--- config.mk ---
export PLATFORM = sky130hd
export DESIGN_NAME = htp_mul
export DESIGN_NICKNAME = d
export VERILOG_FILES = /design/src/sv/htp_pkg.sv /design/src/sv/htp_mul.sv
export SDC_FILE = /design/constraint.sdc
export NUM_CORES = 2
export LEC_CHECK = 0
export ABC_AREA = 1
export BUFFER_PORTS_ARGS = -buffer_cell sky130_fd_sc_hd__buf_2
export CORE_ASPECT_RATIO = 0.9
export CORE_MARGIN = 4
export CORE_UTILIZATION = 60
export DETAILED_ROUTE_END_ITERATION = 16
export GPL_TIMING_DRIVEN = 0
export HOLD_SLACK_MARGIN = 0.12
export PLACE_DENSITY = 0.83
export RECOVER_POWER = 25
export SETUP_SLACK_MARGIN = 0.5
export SYNTH_ARGS = -nofsm -noshare
export SYNTH_HDL_FRONTEND = slang
export SYNTH_SLANG_ARGS = --single-unit
--- constraint.sdc ---
create_clock -name aclk -period 9.51 [get_ports aclk]
set_input_delay 1.4265 -clock aclk [delete_from_list [all_inputs] [get_ports aclk]]
set_output_delay 1.4265 -clock aclk [all_outputs]
set_load 0.005 [all_outputs]
--- src/sv/htp_pkg.sv ---
package htp_pkg;

    localparam int POS_W      = 24;
    localparam int PRED_W     = 32;
    localparam int TS_W       = 32;
    localparam int LVL_W      = 32;
    localparam int VEL_W      = 40;
    localparam int GAIN_W     = 17;
    localparam int LEAD_W     = 20;
    localparam int CFG_IDX_W  = 2;
    localparam int CFG_DATA_W = 20;

    localparam logic [CFG_IDX_W-1:0] CFG_IDX_GAIN = 2'd0;
    localparam logic [CFG_IDX_W-1:0] CFG_IDX_LEAD = 2'd1;

    localparam logic [GAIN_W-1:0] GAIN_ONE   = 17'd65536;
    localparam logic [GAIN_W-1:0] GAIN_MIN   = 17'd655;
    localparam logic [GAIN_W-1:0] GAIN_RESET = 17'd32768;
    localparam logic [LEAD_W-1:0] LEAD_MAX   = 20'd1000000;
    localparam logic [LEAD_W-1:0] LEAD_RESET = 20'd16000;

    localparam int MUL_A_W = 41;
    localparam int MUL_B_W = 25;
    localparam int MUL_P_W = MUL_A_W + MUL_B_W;

    localparam int DIV_N_W   = 50;
    localparam int DIV_D_W   = 31;
    localparam int DIV_R_W   = DIV_D_W + 1;
    localparam int DIV_STEPS = DIV_N_W / 2;
    localparam int DIV_CNT_W = 5;

    typedef struct packed {
        logic                     clear;
        logic signed [POS_W-1:0]  pos_x;
        logic signed [POS_W-1:0]  pos_y;
        logic [TS_W-1:0]          timestamp_us;
    } htp_in_t;

    typedef struct packed {
        logic signed [PRED_W-1:0] pred_x;
        logic signed [PRED_W-1:0] pred_y;
        logic                     primed;
        logic                     skipped;
    } htp_out_t;

    typedef struct packed {
        logic busy;
        logic done;
    } htp_div_stat_t;

endpackage

--- src/sv/htp_mul.sv ---
module htp_mul (
    input  logic                                 aclk,
    input  logic signed [htp_pkg::MUL_A_W-1:0]   mul_a,
    input  logic signed [htp_pkg::MUL_B_W-1:0]   mul_b,
    output logic signed [htp_pkg::MUL_P_W-1:0]   mul_p
);

    logic signed [htp_pkg::MUL_P_W-1:0] prod_reg;
    logic signed [htp_pkg::MUL_P_W-1:0] prod_next;

    assign prod_next = htp_pkg::MUL_P_W'(mul_a) * htp_pkg::MUL_P_W'(mul_b);

    always_ff @(posedge aclk) begin
        prod_reg <= prod_next;
    end

    assign mul_p = prod_reg;

endmodule

# Word-level counts from Yosys, hierarchy flattened
# Index checks and enable logic that the tools add are counted.
# Widths: inputs -> output; s select.
word_totals:
  wordCells: 2
  register_bits: 66
classes:
  mul: 1
op_table:
  columns: ["operator", "count"]
  rows:
  - ["$mul 41x25->66", 1]

# Longest topological paths before layout
logic_depth:
  depth_word: 1
  mapped_depth: 31
  ltp_nobuf: 29

# Worst setup path after synthesis
# No wires, ideal clock.
synth_timing:
  path_type: "input-to-reg"
  startpoint: "in mul_a[40] (netlist bit)"
  endpoint: "reg prod_reg, in the netlist mul_p[61]"
  path_stages: 23
  t_required_ns: 9.398
  setup_ns: 0.112
  slack_ns: 2.163
  path_buffers: 2
  arrival_ns: 7.235
  cell_sequence: "clkbuf_1 clkbuf_1 nand2_1 inv_1 fa_1 fa_1 fa_1 inv_1 fa_1 inv_1 fa_1 inv_1 fa_1 inv_1 fa_1 ha_1 nand2_1 nor2_1 nand2_1 nor4_1 nand2_1 nand3_1 nand2_1"
synth_between:
  elab_chain_len: 1
synth_lines:
  columns: ["item", "line", "text"]
  rows:
  - ["start: declaration", "htp_mul.sv:3", "input logic signed [htp_pkg::MUL_A_W-1:0] mul_a,"]
  - ["$mul 41x25->66", "htp_mul.sv:11", "assign prod_next = htp_pkg::MUL_P_W'(mul_a) * htp_pkg::MUL_P_W'(mul_b);"]
  - ["via prod_next, one bit", "htp_mul.sv:9", "logic signed [htp_pkg::MUL_P_W-1:0] prod_next;"]
  - ["end signal: assignment", "htp_mul.sv:14", "prod_reg <= prod_next;"]
  - ["end: declaration", "htp_mul.sv:8", "logic signed [htp_pkg::MUL_P_W-1:0] prod_reg;"]
# The timed path passes the listed nets, and every way through them passes these cells.

# Worst setup path after layout
layout_timing:
  startpoint: "in mul_b[5] (netlist bit)"
  endpoint: "reg prod_reg, in the netlist mul_p[54]"
layout_between:
  elab_chain_len: 1
layout_lines:
  columns: ["item", "line", "text"]
  rows:
  - ["start: declaration", "htp_mul.sv:4", "input logic signed [htp_pkg::MUL_B_W-1:0] mul_b,"]
  - ["$mul 41x25->66", "htp_mul.sv:11", null]
  - ["via prod_next, one bit", "htp_mul.sv:9", null]
# The timed path passes the listed nets, and every way through them passes these cells.

==> summary.txt <==
Synth
  – Synthesized area per cell: 7.64 µm²
  – Sequential share of the synthesized area: 3.37%
  – Adder-cell share of the synthesized area: 57.8%
  – Main combinational cell family by area after synthesis: adder cells
  – Post-Synth XOR/XNOR Area: 0.870%
  – Cell area after synthesis: 39,300 µm²
  – Yosys reg bits: 66
  – Mapped Cells: 5,137
  – Mux cell area share after synthesis: 0%
  – Mapped Nets: 6,403
  – Synth Warn #: 0
  – Synth cell types: 30
  – Post-synthesis simple-gate area fraction: 18.7%
  – Compound-gate portion of the synthesized area: 0.943%

Layout
  – Fin util: 63.5%
  – Final instance area: 40,900 µm²
  – Area delta synth->final: 4.26%
  – Max FFs per register: 66
  – Most common cell after layout, fill and taps aside: inv_1
  – Layout cells sized above 1: 2.38%
  – Most frequent cells in the layout: inv_1 (1,665), nand2_1 (1,572), fa_1 (1,025)
  – Nets: 6,481
  – Final std cells w/o fill: 6,079

Placement
  – GP Congestion: 1.07
  – Post-placement cell area: 40,700 µm²
  – Post-detail-place hpwl: 123 mm
  – Post-placement cell count: 6,059
  – IO buf count: 67

STA
  – Max_slew headroom: 2.99%
  – Post-layout minimum cycle time: 8.92 ns
  – Final hold violations: 0
  – Final setup vio count: 0
  – Fin crit share: 93.8%
  – Fmax: 0.112 GHz
  – Pins Over Slew Limit: 0
  – Setup TNS: 0 ns
  – RSZ-0062 raised after global routing: false
  – Slew @ Worst Pin: 1.46 ns

Global route
  – First-pass GRT wire length: 216 mm
  – GRT overflow: 0
  – Initial antenna violation count: 8
  – Grt met1 use: 56.4%
  – GRT busiest layer: met2
  – Largest net degree at the start of global routing: 12
  – Number of global-route vias before repair: 34,553
  – GR Util met3: 19.4%
  – Total Routing Usage GR: 42.5%
  – M2 GR Usage: 60.8%

Drt
  – Post-DRT Antenna Nets: 0
  – Initial drt markers: 4,026
  – Routed wire length: 144 mm
  – WL/cell: 23.6 µm
  – Via density per instance: 5.45
  – DRC viols: 0
  – Drt pass-1 iters: 6
  – Via count: 33,124

Floorplan
  – Die X: 278 µm
  – Die height: 251 µm
  – Site Rows: 88
  – Core Area: 64,400 µm²
  – Initial Util: 60.9%
  – Die area: 69,600 µm²
  – I/O pin total: 133

Clock tree
  – TritonCTS clock tree: yes
  – Number of hold buffers added after cts: 0
  – Root buf cell: clkbuf_16
  – Number of CTS-inserted buffers: 9
  – Bufs on Longest Clock Path: 2
  – Clock slew at reported path FFs: 0.06 ns
  – H-tree depth: 3
  – CTS sink count: 66

Flow run
  – Max_cap viols: 0

Critical path
  – Crit path arrival time: 9.11 ns
  – CP max FO: 10
  – CP startpoint kind: primary input
  – Worst EP required: 9.70 ns
  – Worst Setup End Kind: flop
  – CP Class: primary input to flop

Min path
  – Worst Hold Class: primary input to flop

Outcome
  – Status: finished clean
==> path summary, 6_finish.rpt <==
kind | from | endpoint | slack (ns) | cells after the start
min | mul_a[0] | mul_p[0]$_DFF_P_ | 1.56 | 3
max | mul_b[5] | mul_p[54]$_DFF_P_ | 0.59 | 24
==> worst max-delay path: stages <==
cell and delay [ns]:
clkbuf_1 0.46, clkdlybuf4s15_1 0.86, nand2_1 0.10, inv_1 0.14, fa_1 0.47, fa_1 0.72, inv_1 0.27, fa_1 0.55
inv_1 0.06, fa_1 0.48, fa_1 0.54, fa_1 0.51, inv_1 0.06, fa_1 0.62, inv_1 0.09, ha_1 0.53
nand2_1 0.16, nor2_1 0.24, nand2_1 0.17, nor2_1 0.17, and3_1 0.16, nand2_1 0.08, nand4_1 0.09, nand2_1 0.13
==> synthesized netlist by cell type (all sizes together) <==
cell type  instances  area, µm²
inv             1669       6260
nand2           1589       6010
fa              1026      20500
clkbuf           246        923
ha               173       2160
nor2             134        586
nand3             71        380
dfxtp             66       1320
a21oi             53        265
xor2              34        298
nand4             18        113
nor3              16        111
o21bai            10       75.1
or2                7       43.8
o21ai              6       30.0
and3               5       31.3
nor4               5       31.3
xnor2              5       43.8
and3b              1       8.76
buf                1       3.75
clkinv             1       3.75
nand3b             1       7.51
==> kinds of logic (layout without fill, tap and decap cells) <==
| family | count (synthesis) | in the layout |
|---|---|---|
| XOR/XNOR | 39 | 39 |
| other | 0 | 5 |
| adder cells (fa/ha/maj) | 1199 | 1199 |
| AO/OA/AOI/OAI | 69 | 69 |
| buffers and inverters | 1917 | 1999 |
| flip-flops | 66 | 66 |
| AND/OR/NAND/NOR | 1847 | 1847 |
==> metrics by stage <==
stage          hold WS [ns]  setup slack (ns)
5_1_grt                1.59             0.520
3_3_place_gp           1.80             0.372
6_report               1.56             0.594
4_1_cts                1.53             0.667
2_1_floorplan          1.71              2.16
3_5_place_dp           1.80             0.331
==> metal layers <==
layer,up-vias,share of wire [%]
li1,14085,-
met1,16320,37
met2,2303,41
met3,412,17
met4,4,5.4
met5,-,0.046
==> cell type report <==
class / count / area [µm²]
fillers: 5870 / 23500
plain buffers: 247 / 936
clock buffers: 11 / 243
well taps: 855 / 1070
repair buffers: 67 / 309
flip-flops and latches: 66 / 1320
diodes: 5 / 12.5
clock inverters: 4 / 28.8
multi-input cells: 3154 / 30700
inverters: 1670 / 6270
==> timing repair <==
action | in CTS | in global routing
resized for setup | 0 | 9
setup endpoints to repair | 0 | 18
endpoints found under the hold margin | 0 | 0
setup buffers | 0 | 0
Power is left out: the tool's default activity adds up to more than one toggle a clock period on the data nets, which glitch-free logic cannot reach.
