File: config.mk
export PLATFORM = sky130hd
export DESIGN_NAME = htp_div
export DESIGN_NICKNAME = d
export VERILOG_FILES = /design/src/sv/htp_pkg.sv /design/src/sv/htp_div.sv
export SDC_FILE = /design/constraint.sdc
export NUM_CORES = 1
export LEC_CHECK = 0
export BUFFER_PORTS_ARGS = -buffer_cell sky130_fd_sc_hd__clkbuf_2
export CAP_MARGIN = 15
export CORE_MARGIN = 2
export CORE_UTILIZATION = 25
export CTS_CLUSTER_DIAMETER = 40
export CTS_CLUSTER_SIZE = 20
export DETAILED_ROUTE_END_ITERATION = 7
export GPL_ROUTABILITY_DRIVEN = 1
export PLACE_DENSITY = 0.47
export SLEW_MARGIN = 30
export SYNTH_ARGS = -nofsm -noshare
export SYNTH_HDL_FRONTEND = slang
export SYNTH_SLANG_ARGS = --single-unit
export TNS_END_PERCENT = 100
File: constraint.sdc
create_clock -name aclk -period 7.05 [get_ports aclk]
set_clock_uncertainty 0.15 [all_clocks]
set_input_delay 1.0575 -clock aclk [delete_from_list [all_inputs] [get_ports aclk]]
set_output_delay 1.0575 -clock aclk [all_outputs]
set_load 0.01 [all_outputs]
File: src/sv/htp_pkg.sv
package htp_pkg;

    localparam int POS_W      = 24;
    localparam int PRED_W     = 32;
    localparam int TS_W       = 32;
    localparam int LVL_W      = 32;
    localparam int VEL_W      = 40;
    localparam int GAIN_W     = 17;
    localparam int LEAD_W     = 20;
    localparam int CFG_IDX_W  = 2;
    localparam int CFG_DATA_W = 20;

    localparam logic [CFG_IDX_W-1:0] CFG_IDX_GAIN = 2'd0;
    localparam logic [CFG_IDX_W-1:0] CFG_IDX_LEAD = 2'd1;

    localparam logic [GAIN_W-1:0] GAIN_ONE   = 17'd65536;
    localparam logic [GAIN_W-1:0] GAIN_MIN   = 17'd655;
    localparam logic [GAIN_W-1:0] GAIN_RESET = 17'd32768;
    localparam logic [LEAD_W-1:0] LEAD_MAX   = 20'd1000000;
    localparam logic [LEAD_W-1:0] LEAD_RESET = 20'd16000;

    localparam int MUL_A_W = 41;
    localparam int MUL_B_W = 25;
    localparam int MUL_P_W = MUL_A_W + MUL_B_W;

    localparam int DIV_N_W   = 50;
    localparam int DIV_D_W   = 31;
    localparam int DIV_R_W   = DIV_D_W + 1;
    localparam int DIV_STEPS = DIV_N_W / 2;
    localparam int DIV_CNT_W = 5;

    typedef struct packed {
        logic                     clear;
        logic signed [POS_W-1:0]  pos_x;
        logic signed [POS_W-1:0]  pos_y;
        logic [TS_W-1:0]          timestamp_us;
    } htp_in_t;

    typedef struct packed {
        logic signed [PRED_W-1:0] pred_x;
        logic signed [PRED_W-1:0] pred_y;
        logic                     primed;
        logic                     skipped;
    } htp_out_t;

    typedef struct packed {
        logic busy;
        logic done;
    } htp_div_stat_t;

endpackage

File: src/sv/htp_div.sv
module htp_div (
    input  logic                          aclk,
    input  logic                          aresetn,
    input  logic                          start,
    input  logic [htp_pkg::DIV_N_W-1:0]   dividend,
    input  logic [htp_pkg::DIV_D_W-1:0]   divisor,
    output htp_pkg::htp_div_stat_t        stat,
    output logic [htp_pkg::DIV_N_W-1:0]   quotient
);

    logic [htp_pkg::DIV_R_W-1:0]   rem_reg, rem_next;
    logic [htp_pkg::DIV_N_W-1:0]   quo_reg, quo_next;
    logic [htp_pkg::DIV_D_W-1:0]   dvs_reg, dvs_next;
    logic [htp_pkg::DIV_CNT_W-1:0] cnt_reg, cnt_next;
    logic                          busy_reg, busy_next;
    logic                          done_reg, done_next;

    logic [htp_pkg::DIV_R_W-1:0]   dvs_ext;
    logic [htp_pkg::DIV_R_W-1:0]   r1, r1s, r2, r2s;
    logic                          ge1, ge2;

    // two restoring steps per cycle
    always_comb begin
        dvs_ext = {1'b0, dvs_reg};
        r1  = {rem_reg[htp_pkg::DIV_R_W-2:0], quo_reg[htp_pkg::DIV_N_W-1]};
        ge1 = (r1 >= dvs_ext);
        r1s = ge1 ? (r1 - dvs_ext) : r1;
        r2  = {r1s[htp_pkg::DIV_R_W-2:0], quo_reg[htp_pkg::DIV_N_W-2]};
        ge2 = (r2 >= dvs_ext);
        r2s = ge2 ? (r2 - dvs_ext) : r2;
    end

    always_comb begin
        rem_next  = rem_reg;
        quo_next  = quo_reg;
        dvs_next  = dvs_reg;
        cnt_next  = cnt_reg;
        busy_next = busy_reg;
        done_next = 1'b0;
        if (start) begin
            rem_next  = '0;
            quo_next  = dividend;
            dvs_next  = divisor;
            cnt_next  = htp_pkg::DIV_CNT_W'(htp_pkg::DIV_STEPS - 1);
            busy_next = 1'b1;
        end else if (busy_reg) begin
            rem_next = r2s;
            quo_next = {quo_reg[htp_pkg::DIV_N_W-3:0], ge1, ge2};
            if (cnt_reg == '0) begin
                busy_next = 1'b0;
                done_next = 1'b1;
            end else begin
                cnt_next = cnt_reg - 1'b1;
            end
        end
    end

    always_ff @(posedge aclk) begin
        if (!aresetn) begin
            busy_reg <= 1'b0;
            done_reg <= 1'b0;
            cnt_reg  <= '0;
        end else begin
            busy_reg <= busy_next;
            done_reg <= done_next;
            cnt_reg  <= cnt_next;
        end
        rem_reg <= rem_next;
        quo_reg <= quo_next;
        dvs_reg <= dvs_next;
    end

    assign stat.busy = busy_reg;
    assign stat.done = done_reg;
    assign quotient  = quo_reg;

endmodule

**Word-level counts from Yosys, hierarchy flattened**

Index checks and enable logic that the tools add are counted.

- Add/sub/neg operators: 3
- Multipliers: 0
- Div/mod/pow operators: 0
- $lt $le $gt $ge: 2
- Eq/ne operators: 1
- Shift-type cells: 0
- Muxes and demuxes: 11
- Bitwise logic cells: 3
- Reductions and logical operators: 6

Operators by type and width:

| cell | count |
|---|---|
| $mux 50 | 2 |
| $ge 32x31->1 | 2 |
| $mux 31 | 2 |
| $sub 31x31->31 | 2 |
| $mux 5 | 3 |
| $logic_not 5->1 | 1 |
| $sub 5x1->5 const B | 1 |
| $mux 1 | 4 |
| $reduce_and 2->1 | 2 |
| $not 1->1 | 3 |
| $reduce_or 3->1 | 1 |
| $ne 2x2->1 const B | 1 |
| $reduce_bool 2->1 | 1 |
| $reduce_or 2->1 | 1 |

- Flip-flop bits (word level): 119
- Latch bits: 0
- RAM bits: 0
- Bits in read-only memories: 0
- Output and inout bits: 52
- Logic and storage cells: 33
- Memories: 0

**Depth between registers and ports, before layout**

- Depth after elaboration: 5
- Mapped depth: 26
- Gate-level depth less buffers: 22

**Worst setup path before layout**

No wires, ideal clock.

- Kind: reg2reg
- From: reg quo_reg, in the netlist quotient[49]
- To: reg quo_reg, in the netlist quotient[0], data pin
- Setup time: 0.260 ns
- Data arrival time: 5.282 ns
- Required time: 6.640 ns
- Setup slack: 1.358 ns
- Cell stages (with the launch flop): 26
- Path buffers: 4
- Clock period less this slack: 5.692 ns
- Path through: edfxtp_1 -> inv_1 -> ha_1 -> inv_1 -> fa_1 -> nand3_1 -> a21oi_2 -> o41a_1 -> o21ai_2 -> a2111oi_4 -> nor2_2 -> buf_2 -> mux2_2 -> ha_1 -> clkbuf_1 -> a21o_1 -> a31o_2 -> a21o_1 -> a211o_1 -> nor2_1 -> a21o_1 -> o311a_1 -> buf_6 -> buf_2 -> nand2_1 -> mux2_2

- Word-level cells in the longest chain between the ends: 5

RTL lines:

| what | RTL line | RTL |
|---|---|---|
| from (decl) | htp_div.sv:12 | `logic [htp_pkg::DIV_N_W-1:0] quo_reg, quo_next;` |
| from (signal assigned) | htp_div.sv:69 | `quo_reg <= quo_next;` |
| $sub 31x31->31 / $ge 32x31->1 (equally long branches) | htp_div.sv:27, htp_div.sv:26 |  |
| $mux 31 * | htp_div.sv:27 | `r1s = ge1 ? (r1 - dvs_ext) : r1;` |
| $ge 32x31->1 * | htp_div.sv:29 | `ge2 = (r2 >= dvs_ext);` |
| $mux 50 * | htp_div.sv:46 | `end else if (busy_reg) begin` |
| $mux 50 * | htp_div.sv:40 | `if (start) begin` |
| via quo_next, one bit | htp_div.sv:12 |  |

Mark *: on every way through the listed nets, which the timed path passes. The rest lies on a longest branch. The select of a mux whose other input is x is not followed.
A chain may end at the register's enable or synchronous reset.

**Worst setup path after layout**

- From: reg quo_reg, in the netlist quotient[49]
- To: reg rem_reg[5] (netlist bit)

- Word-level cells in the longest chain between the ends: 4

RTL lines:

| what | RTL line | RTL |
|---|---|---|
| $sub 31x31->31 / $ge 32x31->1 (equally long branches) | htp_div.sv:27, htp_div.sv:26 |  |
| $mux 31 * | htp_div.sv:27 |  |
| $sub 31x31->31 / $ge 32x31->1 (equally long branches) | htp_div.sv:30, htp_div.sv:29 |  |
| $mux 31 * | htp_div.sv:30 | `r2s = ge2 ? (r2 - dvs_ext) : r2;` |
| to (signal assigned) | htp_div.sv:68 | `rem_reg <= rem_next;` |
| to (decl) | htp_div.sv:11 | `logic [htp_pkg::DIV_R_W-1:0] rem_reg, rem_next;` |

Every way passes the cells marked *; elsewhere a longest branch is shown, timed or not.

==> impl_results.md <==
- Ys Warns: 0
- Largest net degree at the start of global routing: 57
- IO Pins: 136
- Tightest Pin Transition: approximately 0.71 ns
- TritonCTS clock tree: built
- RSZ-0062 raised after global routing: false
- Adder-cell share of the synthesized area: 9.47%
- Max reg flops: 50
- Netlist cell types: 71
- CTS clk-pin slew, worst paths: ~0.070 ns
- Syn Nets: between 1000 and 1500
- Die Width: 191 µm
- Grt ovf: 0
- 1st-iter DRT viols: between 300 and 400
- Sink Count: between 100 and 150
- Routed vias: around 7700
- # DRC: 0
- Period utilization: between 90% and 100%
- Overall routed net length: ~27000 µm
- Row count: 68
- Max FO, Critical Path: 21
- Non-filler cells, final: approximately 1500
- Post-synth ARST share: 0%
- Final setup vio count: 0
- CTS buffer count: 17
- Critical Path RT: 7.26 ns
- Top routing layer in use: met4
- Synth Area in Simple Gates: roughly 14%
- DRT met1 WL: 12900 µm
- Worst vdd ir: about 200 µV
- XOR/XNOR share of the synthesized area: between 4 and 5%
- Fin. Hold Viols: 0
- Die ar.: approximately 36000 µm²
- Count of input and output buffers: between 100 and 150
- Initial antenna violation count: 0
- Yosys reg bits: 119
- Synth cell count leaders: edfxtp_1, mux2_2, nor2_1
- CP Data Arrival Time: between 6 and 7 ns
- Final Critical Period: roughly 6.5 ns
- Compound-Gate Fraction of Synth Area: roughly 22%
- Post-synthesis cell area: 8740 µm²
- Top_reg_cell synth: edfxtp_1
- Metal3 WL: ~1700 µm
- Largest area contributor in the netlist: edfxtp_1
- Die Ht: 191 µm
- Via density: between 5 and 6
- Final layout net count: about 1200
- Post-synth top area share: ~28%
- Clock latency on the worst-skew pair: about 0.44 ns
- Hold Crit Class: flop to flop
- Layout area overhead: 19.9%
- Total leakage power: 4.37 nW
- Most common cell in the netlist: edfxtp_1
- Vias in the first global route: about 7600
- Met2 wire len: about 12000 µm
- Post-Syn Instances: 931
- Initial Utilization: 25.4%
- Wire length of the first global-routing pass: ~43000 µm
- Total core area: 34500 µm²
- PwrDens: roughly 410 nW/µm²
- Hold_buf cts: 0
- Gr usage total: approximately 15%
- Synth Area per Inst: 9.39 µm²
- Max_cap viols: 0
- Main combinational cell family by area after synthesis: compound AO/OA/AOI/OAI gates
- GPL Wtd Cong: 0.819
- Clock tree buffer depth: 2
- Post-CTS Setup Bufs: 0
- Drt first pass iters: 5
- Path type of the worst setup path: flop to flop
- Share of cells above drive strength 1: 25.0%
- CTS HTree Levels: 4
- Routed WL per cell: about 18 µm
- Crit start category: flop
- Mux contribution to synthesized area: 9.11%
- CTS resizes: 0
- Seq/Total Area, Yosys: a little over a third
- EDFF count, synth: around 80
- HPWL Detailed: ~20000 µm
- Ant diodes: 0
- Clk root buf: clkbuf_16
- Slew Viols, Final: 0
- Outcome: complete, no violations
- Final ANT Viol Nets: 0
- Max Fclk: roughly 0.15 GHz
- CP endpoint kind: flop
- Setup TNS: 0 ns
- Slew margin rel.: a little over half
- Ranking of synthesized cells by area: edfxtp_1, ha_1, mux2_2
- Placed Instances: about 1500
==> metal layers <==
metal,track usage [%],vias up
met1,19.9,3666
met4,4.62,0
met2,24.1,211
li1,-,3760
met3,4.24,20
met5,0,-
==> power breakdown <==
| part | total [mW] | internal (mW) | switching, mW |
|---|---|---|---|
| combinational | 2.48 | 0.999 | 1.48 |
| clock | 0.890 | 0.524 | 0.366 |
| sequential | 0.933 | 0.857 | 0.0759 |
| total | 4.31 | 2.38 | 1.93 |
==> worst paths after layout <==
| path | from | slack, ns | cells past startpoint | to |
|---|---|---|---|---|
| worst min register to register | cnt_reg[4] | 0.30 | 1 | done_reg |
| worst max register to register | quotient[49] | 0.56 | 21 | rem_reg[5] |
| worst min-delay path | cnt_reg[4] | 0.30 | 1 | done_reg |
| worst max-delay path | quotient[49] | 0.56 | 21 | rem_reg[5] |
==> cells by family after synthesis <==
family                   after synthesis
adder cells (fa/ha/maj)               65
buffers and inverters                101
AO/OA/AOI/OAI                        272
flip-flops                           119
XOR/XNOR                              43
multiplexers                          71
AND/OR/NAND/NOR                      260
==> per-stage QoR <==
step           worst slack, ns  hold slack [ns]  area, µm²  util [%]  total power [mW]
3_5_place_dp             0.579            0.298       9890      28.7              3.41
3_3_place_gp             0.683            0.292       9870      28.7              3.40
2_1_floorplan             1.36            0.273       8740         -              2.78
5_1_grt                 0.0998            0.330      10500      30.4              4.65
6_report                 0.559            0.302      10500      30.4              4.31
4_1_cts                  0.559            0.309      10500      30.4              4.34
==> cells in the final DEF, fill, tap and decap left out, types with 7 or more instances in the layout <==
master     synthesis  layout
a31oi_1           10      10
nor3_1            22      22
mux2_2            69      69
nand2b_1           9       9
nand2_1           60      60
nand4_1           14      14
buf_4              2      12
a311oi_1          28      28
a21o_1            17      17
inv_1             53      52
and2_1             9       9
nand3_1           50      50
and3_1             8       7
a21oi_1           54      54
ha_1              63      63
o211ai_1           8       8
o31ai_1            8       8
edfxtp_1          81      81
clkbuf_16          0      20
a211oi_1          12      12
o21bai_1           7       7
xnor2_1           29      29
nor2_1            65      65
dfxtp_1           38      37
o21ai_0           61      61
clkbuf_2           0     134
o21a_1            19      19
xor2_1            14      14
==> critical path, cell delays in order, from the launching register on <==
cell and delay (ns):
edfxtp_1 0.42, inv_1 0.08, ha_1 0.16, inv_1 0.05, fa_1 0.40, nand3_1 0.17
a21oi_2 0.10, o41a_1 0.46, o21ai_2 0.29, a2111oi_4 0.17, nor2_4 0.59, mux2_2 0.43
ha_1 0.50, nand4_1 0.25, or4_1 0.60, a21oi_1 0.26, nor2_1 0.10, a21o_1 0.21
o311a_1 0.22, buf_4 0.24, a211o_1 0.30, a311oi_1 0.24
==> layout make-up <==
class / instances / area [µm²]
fillers: 3678 / 24000
flip-flops and latches: 119 / 3190
well taps: 455 / 569
repair buffers: 147 / 776
inverters: 53 / 201
clock buffers: 21 / 514
multi-input cells: 711 / 5150
clock inverters: 11 / 82.6
No activity file was read; power rests on OpenSTA's default activity.
